[src/hdl/mebp_pkg.sv]
// Package with the shared constants, state encoding and command and status types.
package mebp_pkg;

	localparam int DEPTH = 1024;
	localparam int ADDR_W = $clog2(DEPTH);
	localparam int LEN_W = 11;
	localparam int DATA_W = 32;
	localparam int REG_IDX_W = 2;
	localparam int CFG_W = LEN_W;
	localparam int S_TDATA_W = 176;
	localparam int M_TDATA_W = 4 * DATA_W;

	localparam logic [REG_IDX_W-1:0] REG_DIRECTION = 2'd0;
	localparam logic [REG_IDX_W-1:0] REG_ONE_BASED = 2'd1;
	localparam logic [REG_IDX_W-1:0] REG_TABLE_LENGTH = 2'd2;

	localparam logic REQ_LOAD = 1'b0;
	localparam logic REQ_PROPAGATE = 1'b1;

	typedef enum logic [3:0] {
		ST_IDLE,
		ST_CLIP,
		ST_RD_LO,
		ST_RD_HI,
		ST_ENDS,
		ST_PROBE,
		ST_CMP,
		ST_SEARCH_END,
		ST_FINAL,
		ST_DONE
	} state_t;

	typedef struct packed {
		logic load;
		logic capture;
		logic clip;
		logic rd_lo;
		logic rd_hi;
		logic ends;
		logic probe;
		logic cmp;
		logic search_end;
		logic fin;
		logic set_fail;
		logic out_load;
	} cmd_t;

	typedef struct packed {
		logic early_fail;
		logic ends_fail;
		logic count_zero;
		logic end_fail;
		logic second_search;
		logic fin_fail;
	} status_t;

endpackage

[src/hdl/mebp_ctrl.sv]
// Controller state machine that sequences clipping, end reads, both searches and output.
module mebp_ctrl (
	input  logic             clk,
	input  logic             arst_n,
	input  logic             s_tvalid,
	output logic             s_tready,
	input  logic             req_type,
	output logic             m_tvalid,
	input  logic             m_tready,
	input  mebp_pkg::status_t st,
	output mebp_pkg::cmd_t   cmd
);
	import mebp_pkg::*;

	state_t state_q, state_d;
	logic out_valid_q;

	always_ff @(posedge clk or negedge arst_n) begin
		if (!arst_n) begin
			state_q <= ST_IDLE;
			out_valid_q <= 1'b0;
		end else begin
			state_q <= state_d;
			if (cmd.out_load) begin
				out_valid_q <= 1'b1;
			end else if (m_tready) begin
				out_valid_q <= 1'b0;
			end
		end
	end

	assign m_tvalid = out_valid_q;
	assign s_tready = (state_q == ST_IDLE);

	always_comb begin
		state_d = state_q;
		cmd = '0;
		case (state_q)
			ST_IDLE: begin
				if (s_tvalid) begin
					if (req_type == REQ_PROPAGATE) begin
						cmd.capture = 1'b1;
						state_d = ST_CLIP;
					end else begin
						cmd.load = 1'b1;
					end
				end
			end
			ST_CLIP: begin
				cmd.clip = 1'b1;
				if (st.early_fail) begin
					cmd.set_fail = 1'b1;
					state_d = ST_DONE;
				end else begin
					state_d = ST_RD_LO;
				end
			end
			ST_RD_LO: begin
				cmd.rd_lo = 1'b1;
				state_d = ST_RD_HI;
			end
			ST_RD_HI: begin
				cmd.rd_hi = 1'b1;
				state_d = ST_ENDS;
			end
			ST_ENDS: begin
				cmd.ends = 1'b1;
				if (st.ends_fail) begin
					cmd.set_fail = 1'b1;
					state_d = ST_DONE;
				end else begin
					state_d = ST_PROBE;
				end
			end
			ST_PROBE: begin
				if (st.count_zero) begin
					state_d = ST_SEARCH_END;
				end else begin
					cmd.probe = 1'b1;
					state_d = ST_CMP;
				end
			end
			ST_CMP: begin
				cmd.cmp = 1'b1;
				state_d = ST_PROBE;
			end
			ST_SEARCH_END: begin
				cmd.search_end = 1'b1;
				if (st.end_fail) begin
					cmd.set_fail = 1'b1;
					state_d = ST_DONE;
				end else if (st.second_search) begin
					state_d = ST_FINAL;
				end else begin
					state_d = ST_PROBE;
				end
			end
			ST_FINAL: begin
				cmd.fin = 1'b1;
				cmd.set_fail = st.fin_fail;
				state_d = ST_DONE;
			end
			ST_DONE: begin
				if (!out_valid_q || m_tready) begin
					cmd.out_load = 1'b1;
					state_d = ST_IDLE;
				end
			end
			default: begin
				state_d = ST_IDLE;
			end
		endcase
	end

endmodule

[config.mk]
export PLATFORM = sky130hd
export DESIGN_NAME = mebp_ctrl
export DESIGN_NICKNAME = d
export VERILOG_FILES = /design/src/hdl/mebp_pkg.sv /design/src/hdl/mebp_ctrl.sv
export SDC_FILE = /design/constraint.sdc
export NUM_CORES = 1
export LEC_CHECK = 0
export BUFFER_PORTS_ARGS = -buffer_cell sky130_fd_sc_hd__buf_4
export CAP_MARGIN = 20
export CORE_UTILIZATION = 25
export CTS_BUF_LIST = sky130_fd_sc_hd__clkbuf_8
export DETAILED_ROUTE_END_ITERATION = 12
export PLACE_DENSITY_LB_ADDON = 0.3
export SLEW_MARGIN = 15
export SYNTH_ARGS = -nofsm -noshare
export SYNTH_HDL_FRONTEND = slang
export SYNTH_SLANG_ARGS = --single-unit
[constraint.sdc]
create_clock -name clk -period 1.8 [get_ports clk]
set_input_delay 0.27 -clock clk [delete_from_list [all_inputs] [get_ports clk]]
set_output_delay 0.27 -clock clk [all_outputs]
set_load 0.02 [all_outputs]
==> metrics.yaml, run 1 <==
outcome: "finished, final reports clean"
yosys_most_used_dff: "dfrtp_1"
dp_cells: 92
utilization: 0.450
powerDensity_nw_per_um2: 1650
grt_pass1_wl_mm: 1.82
regToRegSetupSlack_ps: 320
syn_avg_cell_area_um2: 8.25
slew_viol_final: 0
die_area_um2: 1950
p_sw_frac: 0.443
grt_use_total: 0.126
synth_warnings: 0
r2r-start: "state_q[2]"
cts_tree: "built"
synthCells: 54
cts_setup_buffers: 0
clockRootBuffer: "clkbuf_8"
routed_wl_mm: 1.12
synthMuxAreaShare: 0.0253
worst_r2r_endpoint: "state_q[0]"
syn_nets: 65
critPathRequiredTime_ps: 1530
crit_path_max_fanout: 15
synth_edf_count: 0
clkLatencyLatePin_ps: 220
whs_path_depth: 2
htreeDepth: 1
synthSimpleGateAreaFrac: 0.444
peakVddDrop_mv: 0.666
synth-adder-area-share: 0
p_seq_frac: 0.237
cts_buffers: 3
tns_ps: 0
place_ws_ps: 224
reg2reg_depth: 4
fmax_mhz: 588
cp-end-kind: "output port"
overflow: 0
clkPwrFrac: 0.166
fin_crit_ps: 1700
startpoint: "state_q[1]"
die_x_um: 44.2
synth_compound_area_frac: 0.169
fin_crit_sh: 0.946
fp.coreArea_um2: 1580
netlist_area_um2: 445
final.setup_skew_ps: 1.67
maxSlewHeadroom: 0.807
clockBufferDepth: 2
setup_viol: 0
final_nets: 93
ys_types: 28
grt_setup_unrepaired: "no"
ios: 25
min-delay-start: "m_tready"
fin_ws_ps: 98.0
antenna_found_initial: 0
die_y_um: 44.2
drtAntennaViolNets: 0
synthXorXnorAreaFrac: 0
place_congestion: 0.700
finalHoldViolations: 0
syn2layout_area_growth_pct: 59.3
power.switching_mw: 0.518
critical_path.startpoint_type: "flip-flop"
start_util: 0.283
cts.sinks: 5
dp_hpwl_um: 844
diodes: 0
pwr-share-comb: 0.597
fin_cells: 97
criticalPathCategory: "reg2out"
hp-class: "in2reg"
internal_power_mw: 0.652
worstMarginPinSlew_ps: 289
cts.reportedPaths.clkPinSlew_ps: 30
drc: 0
grt_pass1_vias: 457
first_iter_violations: 4
routedWlPerCell_um: 11.6
drive_gt1_frac: 0.432
fp-row-count: 14
dr.pass1.iters: 5
async_flop_share: 1.00
max_cap_viol_count: 0
io_buffers: 24
num_vias: 495
p_leak_nw: 0.333
ys_seq_area_frac: 0.281
vias_per_cell: 5.10
synth_seq_cells: 5
synth_top_family_by_area: "simple AND/OR/NAND/NOR gates"
min_to: "m_tvalid"
worst_ep_arrival_time_ps: 1430
grt_max_degree: 16
## power groups by stage
stage / registers (mW) / clock network [mW] / logic [mW]
floorplan: 0.223 / 0 / 0.530
global placement: 0.268 / 0 / 0.693
detailed placement: 0.271 / 0 / 0.695
CTS: 0.272 / 0.202 / 0.700
global route: 0.292 / 0.210 / 0.759
finish: 0.277 / 0.194 / 0.699
## cell families (layout without fill, tap and decap cells)
logic type,count (synthesis),count (layout)
buffers and inverters,6,33
AOI/OAI and AO/OA,11,11
muxes,1,1
DFF,5,5
and+or+nand+nor,31,31
## stage by stage
step | area (um^2) | power (mW) | hold WS, ps
2_1_floorplan | 460 | 0.753 | -25.6
3_3_place_gp | 647 | 0.961 | 72.8
3_5_place_dp | 647 | 0.965 | 74.1
4_1_cts | 703 | 1.17 | 282
5_1_grt | 709 | 1.26 | 297
6_report | 709 | 1.17 | 279
## Yosys cell counts, drive strengths merged (2+ instances only)
master   number  share of area
nor2          6          0.051
nor3          6          0.067
dfrtp         5           0.28
buf           4          0.065
nand2b        4          0.056
o21ai         4          0.053
a21oi         3          0.034
inv           2          0.017
nand2         2          0.017
nand3b        2          0.034
nand4bb       2          0.051
nor4          2          0.042
## worst max path at each step
stage | endpoint | slack, ps
after global routing | cmd[1] | 30
after CTS | cmd[1] | 20
final | cmd[1] | 100
after floorplan | cmd[11] | 130
after global placement | cmd[1] | 250
after detailed placement | cmd[1] | 220
## layer usage
metal / wire, um / vias to the layer above / global-route usage
li1: - / 257 / -
met2: 598 / 12 / 0.212
met1: 456 / 226 / 0.143
met5: 0 / - / 0
met3: 68 / 0 / 0.0571
met4: 0 / 0 / 0.0364
## placed cells by master, fill, tap and decap left out, types with 2 or more instances in the layout
cell        n
nand4bb_1   2
dfrtp_1     3
dfrtp_2     2
nand3b_1    2
nor2_1      6
nand2b_1    4
clkbuf_8    3
a21oi_1     3
inv_1       3
o21ai_0     3
buf_4      26
nand2_1     2
nor3_1      6
## worst max-delay path, stage by stage, from the launching register on
cell	delay (ps)
dfrtp_2	500
and4b_1	270
a221o_1	290
buf_4	160
## registers in the layout, indices dropped and copies added (netlist names)
signal,count
m_tvalid,1
state_q,4
## area by class of cell
cell class | count | area (um^2)
fillers | 154 | 867
multi-input cells | 43 | 304
repair buffers | 27 | 205
flip-flops and latches | 5 | 128
clock buffers | 3 | 41.3
well taps | 16 | 20.0
inverters | 2 | 7.51
clock inverters | 1 | 3.75
## timing repair
action / CTS / global route
hold endpoints to repair: 5 / 0
hold buffers: 1 / 0
endpoints found under the setup margin: 1 / 2
resized for setup: 1 / 2
(Power assumes the default switching activity.)
==> inputs of run 2 (changes only) <==
--- a/config.mk
+++ b/config.mk
@@ -12,3 +12,3 @@
 export DETAILED_ROUTE_END_ITERATION = 12
-export PLACE_DENSITY_LB_ADDON = 0.3
+export PLACE_DENSITY_LB_ADDON = 0.12
 export SLEW_MARGIN = 15
==> constraint.sdc (replaced) <==
create_clock -name clk -period 1.47 [get_ports clk]
set_input_delay 0.147 -clock clk [delete_from_list [all_inputs] [get_ports clk]]
set_output_delay 0.147 -clock clk [all_outputs]
set_load 0.02 [all_outputs]
==> run 2 against run 1 <==
- the flow now finishes with violations (setup timing)
- routed wire length grew 31%
- register-to-register slack worse by 330 ps
- clock power increased by 30%
- sequential share of layout area shrank 3.7 points
- flip-flop and latch count unchanged
- power grew 64%
- utilization is 13 points higher
- critical path depth is 1 higher
- via count is 15% higher
- critical path type unchanged
- critical endpoint unchanged
- highest routed layer unchanged
==> metrics.yaml, run 2 (synthesized netlist as in run 1, its figures left out) <==
grt_setup_unrepaired: "yes"
path_cells: "buf_6, and4b_1, a221o_1, buf_6"
clockBufferDepth: 2  # unchanged
final.setup_skew_ps: 8.01  # +6.34 ps
dp_cells: 98  # +6.5%
tns_ps: -350  # -350 ps
diodes: 0  # unchanged
startpoint: "state_q[0]"
dp_hpwl_um: 973  # +15%
cp-end-kind: "output port"
cp_slowest_cell: "dfrtp_2"
worstMarginPinSlew_ps: 296  # +7.03 ps
ios: 25  # unchanged
vias_per_cell: 5.18  # +1.5%
grt_pass1_vias: 506  # +11%
power.switching_mw: 0.805  # +55%
max_cap_viol_count: 0  # unchanged
drc: 0  # unchanged
fin_crit_sh: 1.07
largest_register_ffs: 4  # unchanged
grt_use_total: 0.156  # +0.0300
min-delay-start: "m_tready"
outcome: "finished, violations left"
worst_ep_arrival_time_ps: 1430  # about the same
start_util: 0.283  # unchanged
die_area_um2: 1950  # unchanged
clockRootBuffer: "clkbuf_8"
crit_top_cell: "buf_6"
utilization: 0.579  # +0.129
htreeDepth: 1  # unchanged
violations: "setup timing"
grt_pass1_wl_mm: 2.20  # +21%
fin_crit_ps: 1580
critPathRequiredTime_ps: 1320  # -210 ps
power_mw: 1.92  # +64%
routed_wl_mm: 1.47  # +31%
drtAntennaViolNets: 0  # unchanged
fin_cells: 110  # +13%
fp.coreArea_um2: 1580  # unchanged
cts.reportedPaths.clkPinSlew_ps: 40  # about the same
routedWlPerCell_um: 13.3  # +15%
fp-row-count: 14  # unchanged
die_x_um: 44.2  # unchanged
criticalPathCategory: "reg2out"
place_congestion: 0.709  # +1.3%
grt_max_degree: 11  # -5
cts_tree: "built"
regMostFlops: "state_q"
clkLatencyLatePin_ps: 230  # about the same
final_nets: 106  # +14%
cts_buffers: 3  # unchanged
fmax_mhz: 633
crit_path_max_fanout: 5  # -10
p_sw_frac: 0.418  # -0.0246
finalHoldViolations: 0  # unchanged
setup_viol: 7  # +7
die_y_um: 44.2  # unchanged
clkPwrFrac: 0.131  # -0.035
syn2layout_area_growth_pct: 105
drive_gt1_frac: 0.649  # +0.217
io_buffers: 24  # unchanged
peakVddDrop_mv: 0.898  # +35%
first_iter_violations: 11  # +7
max_stage_delay_ps: 440  # -60 ps
antenna_found_initial: 0  # unchanged
powerDensity_nw_per_um2: 2110  # +28%
p_seq_frac: 0.171  # -0.066
num_vias: 570  # +15%
nFillCells: 147  # -4.5%
dr.pass1.iters: 8  # +3
r2r-start: "state_q[1]"
hp-class: "in2reg"
regToRegSetupSlack_ps: -10  # -330 ps
pwr-share-comb: 0.697  # +0.100
critical_path.startpoint_type: "flip-flop"
overflow: 0  # unchanged
final_cell_mix: "buf_4, buf_6, nor2_1"
internal_power_mw: 1.12  # +72%
maxSlewHeadroom: 0.802  # -0.00470
cts.sinks: 5  # unchanged
slew_viol_final: 0  # unchanged
p_leak_nw: 0.424  # +27%
fin_ws_ps: -109  # -207 ps
layout_commonest_cell: "buf_4"
==> run 2: area by class of cell <==
cell class	instances	area (um^2)	area share
tap	16	20.0	0.0219
clock buffer	3	41.3	0.0453
multi-input combinational	43	377	0.413
sequential	5	130	0.143
timing repair buffer	40	333	0.365
clock inverter	1	3.75	0.00412
inverter	2	7.51	0.00823
==> run 2: what timing repair did <==
action,4_1_cts,5_1_grt
gates resized for setup,14,9
hold buffers,1,0
buffers inserted,5,2
setup endpoints to repair,11,10
hold endpoints to repair,5,0
pin swaps,4,0
==> run 2: final timing paths <==
check                                   to  depth (start not counted)
worst max-delay path                cmd[1]                          4
worst min-delay path              m_tvalid                          2
worst max register to register  state_q[0]                          4
worst min register to register    m_tvalid                          2
max in group asynchronous       state_q[1]                          2
min in group asynchronous         m_tvalid                          2
==> run 2: through the flow <==
| step | worst slack, ps | hold WS [ps] | cell area (um^2) |
|---|---|---|---|
| global route | -181 | 184 | 912 |
| finish | -109 | 142 | 912 |
| floorplan | -19.7 | -149 | 464 |
| global placement | 50.4 | -46.9 | 696 |
| CTS | -93.9 | 148 | 842 |
| detailed placement | 66.7 | -47.1 | 696 |
==> run 2: layer usage <==
layer  part of all wire  up-vias  track usage
met5                  0        -            0
met4                  0        0       0.0182
met3              0.056        0       0.0735
met2               0.49       20        0.256
met1               0.45      265        0.192
li1                   -      285            -
==> run 2: critical path, delay by kind of cell, from the launching register on <==
family	cells	cell delay, ps
buf+inv	2	270
simple gates	1	190
flops	1	440
compound gates	1	300
==> run 2: power groups by stage <==
stage | clock network, mW | registers [mW] | logic, mW
global placement | 0 | 0.331 | 0.948
CTS | 0.255 | 0.328 | 1.18
detailed placement | 0 | 0.332 | 0.946
finish | 0.253 | 0.330 | 1.34
global route | 0.270 | 0.342 | 1.44
floorplan | 0 | 0.273 | 0.653
==> inputs of run 3 (changes only) <==
--- a/config.mk
+++ b/config.mk
@@ -13,2 +13,3 @@
 export PLACE_DENSITY_LB_ADDON = 0.12
+export SKIP_CTS_REPAIR_TIMING = 1
 export SLEW_MARGIN = 15
==> constraint.sdc (replaced) <==
create_clock -name clk -period 1.47 [get_ports clk]
set_input_delay 0.294 -clock clk [delete_from_list [all_inputs] [get_ports clk]]
set_output_delay 0.294 -clock clk [all_outputs]
set_load 0.02 [all_outputs]
==> run 3 against run 2 <==
- the flow still finishes with violations (setup timing)
- flip-flop and latch count is the same
- critical path depth unchanged
- cell count is 13% higher
- clock skew decreased by 0.86 ps
- worst hold slack improved by 140 ps
- power up 20%
- routed wire length up 34%
- combinational power up 31%
- via count grew 11%
- clock-buffer cell count is the same
- sequential share of layout area down 2.6 points
- critical path type unchanged
- critical endpoint unchanged
==> metrics.yaml, run 3 (synthesized netlist as in run 1, its figures left out) <==
max_cap_viol_count: 0  # unchanged
min-delay-start: "m_tready"
p_leak_nw: 0.521  # +23%
final.setup_skew_ps: 7.16  # -0.857 ps
grt_use_total: 0.179  # +0.0233
grt_pass1_wl_mm: 2.47  # +12%
fin_crit_ps: 1760  # +179 ps
startpoint: "state_q[0]"
worstMarginPinSlew_ps: 304  # +7.20 ps
cts.sinks: 5  # unchanged
cts.reportedPaths.clkPinSlew_ps: 40  # about the same
first_iter_violations: 14  # +3
slew_viol_final: 0  # unchanged
worst_ep_arrival_time_ps: 1460  # +30 ps
internal_power_mw: 1.35  # +21%
die_area_um2: 1950  # unchanged
largest_register_ffs: 4  # unchanged
grt_pass1_vias: 525  # +3.8%
io_buffers: 24  # unchanged
clkPwrFrac: 0.113  # -0.018
crit_path_max_fanout: 4  # -1
start_util: 0.283  # unchanged
p_seq_frac: 0.126  # -0.045
vias_per_cell: 5.10  # -1.5%
clkLatencyLatePin_ps: 230  # about the same
dp_hpwl_mm: 1.13  # +16%
cts_tree: "built"
powerDensity_nw_per_um2: 2100  # -0.66%
fin_ws_ps: -289  # -179 ps
outcome: "finished, violations left"
critical_path.startpoint_type: "flip-flop"
r2r-start: "state_q[3]"
fmax_mhz: 569  # -10%
drc: 0  # unchanged
die_x_um: 44.2  # unchanged
maxSlewHeadroom: 0.796  # -0.00615
drtAntennaViolNets: 0  # unchanged
regMostFlops: "state_q"
cts_buffers: 3  # unchanged
nFillCells: 125  # -15%
final_cell_mix: "buf_4, buf_6, nor3_2, nor2_1"
antenna_found_initial: 0  # unchanged
diodes: 0  # unchanged
clockRootBuffer: "clkbuf_8"
fp.coreArea_um2: 1580  # unchanged
clockBufferDepth: 2  # unchanged
syn2layout_area_growth_pct: 148
routedWlPerCell_um: 15.8  # +19%
routed_wl_mm: 1.96  # +34%
setup_viol: 14  # +7
place_congestion: 0.756  # +6.6%
peakVddDrop_mv: 1.13  # +26%
die_y_um: 44.2  # unchanged
ios: 25  # unchanged
p_sw_frac: 0.415  # -0.00323
cp-end-kind: "output port"
layout_commonest_cell: "buf_4"
finalHoldViolations: 0  # unchanged
grt_max_degree: 8  # -3
power.switching_mw: 0.960  # +19%
critPathRequiredTime_ps: 1180  # -140 ps
fin_crit_sh: 1.20  # +0.122
num_vias: 633  # +11%
fp-row-count: 14  # unchanged
violations: "setup timing"
pwr-share-comb: 0.761  # +0.064
drive_gt1_frac: 0.722  # +0.0733
criticalPathCategory: "reg2out"
overflow: 0  # unchanged
grt_setup_unrepaired: "yes"
tns_ps: -2340  # -1990 ps
power_mw: 2.31  # +20%
final_nets: 120  # +13%
hp-class: "in2reg"
dr.pass1.iters: 6  # -2
htreeDepth: 1  # unchanged
==> run 3: worst max-delay path, stage by stage (launching register included) <==
cell and delay (ps):
dfrtp_1 420, buf_6 160, nor4b_4 310, a221o_1 220, buf_6 120
==> run 3: final timing paths <==
path	cells past startpoint	slack [ps]	to
min in group asynchronous	2	410	state_q[3]
setup reg to reg	5	-70	state_q[0]
setup / recovery	4	-290	cmd[1]
hold / removal	2	280	m_tvalid
hold reg to reg	2	580	m_tvalid
max in group asynchronous	2	920	state_q[2]
==> run 3: cell type report <==
cell class                      count  area [um^2]  share of cell area
Timing Repair Buffer               54          487               0.441
Sequential cell                     5          129               0.117
Inverter                            2         7.51             0.00680
Multi-Input combinational cell     43          415               0.376
Clock buffer                        3         41.3              0.0374
Clock inverter                      1         3.75             0.00340
Tap cell                           16         20.0              0.0181
==> run 3: metrics by stage <==
stage | utilization | worst slack [ps] | hold slack, ps | area (um^2) | instances
4_1_cts | 0.528 | -280 | -142 | 832 | 111
5_1_grt | 0.700 | -335 | 300 | 1100 | 124
3_5_place_dp | 0.499 | -29.2 | 103 | 787 | 107
3_3_place_gp | 0.499 | -31.8 | 102 | 787 | 107
2_1_floorplan | - | -129 | -1.59 | 494 | 54
6_report | 0.700 | -289 | 285 | 1100 | 124
==> run 3: layer usage <==
metal	wire, um	up-vias	GRT usage	part of all wire
li1	-	310	-	-
met3	80	3	0.0653	0.041
met5	0	-	0	0
met4	17	0	0.0727	0.0087
met2	1000	19	0.274	0.51
met1	861	301	0.228	0.44
==> run 3: power by group through the flow <==
stage                     registers (mW)  clock network, mW  logic [mW]
after floorplan                    0.288                  0       0.691
after global placement             0.281                  0        1.20
after detailed placement           0.284                  0        1.20
after CTS                          0.281              0.265        1.21
after global routing               0.304              0.278        1.85
final                              0.292              0.260        1.76
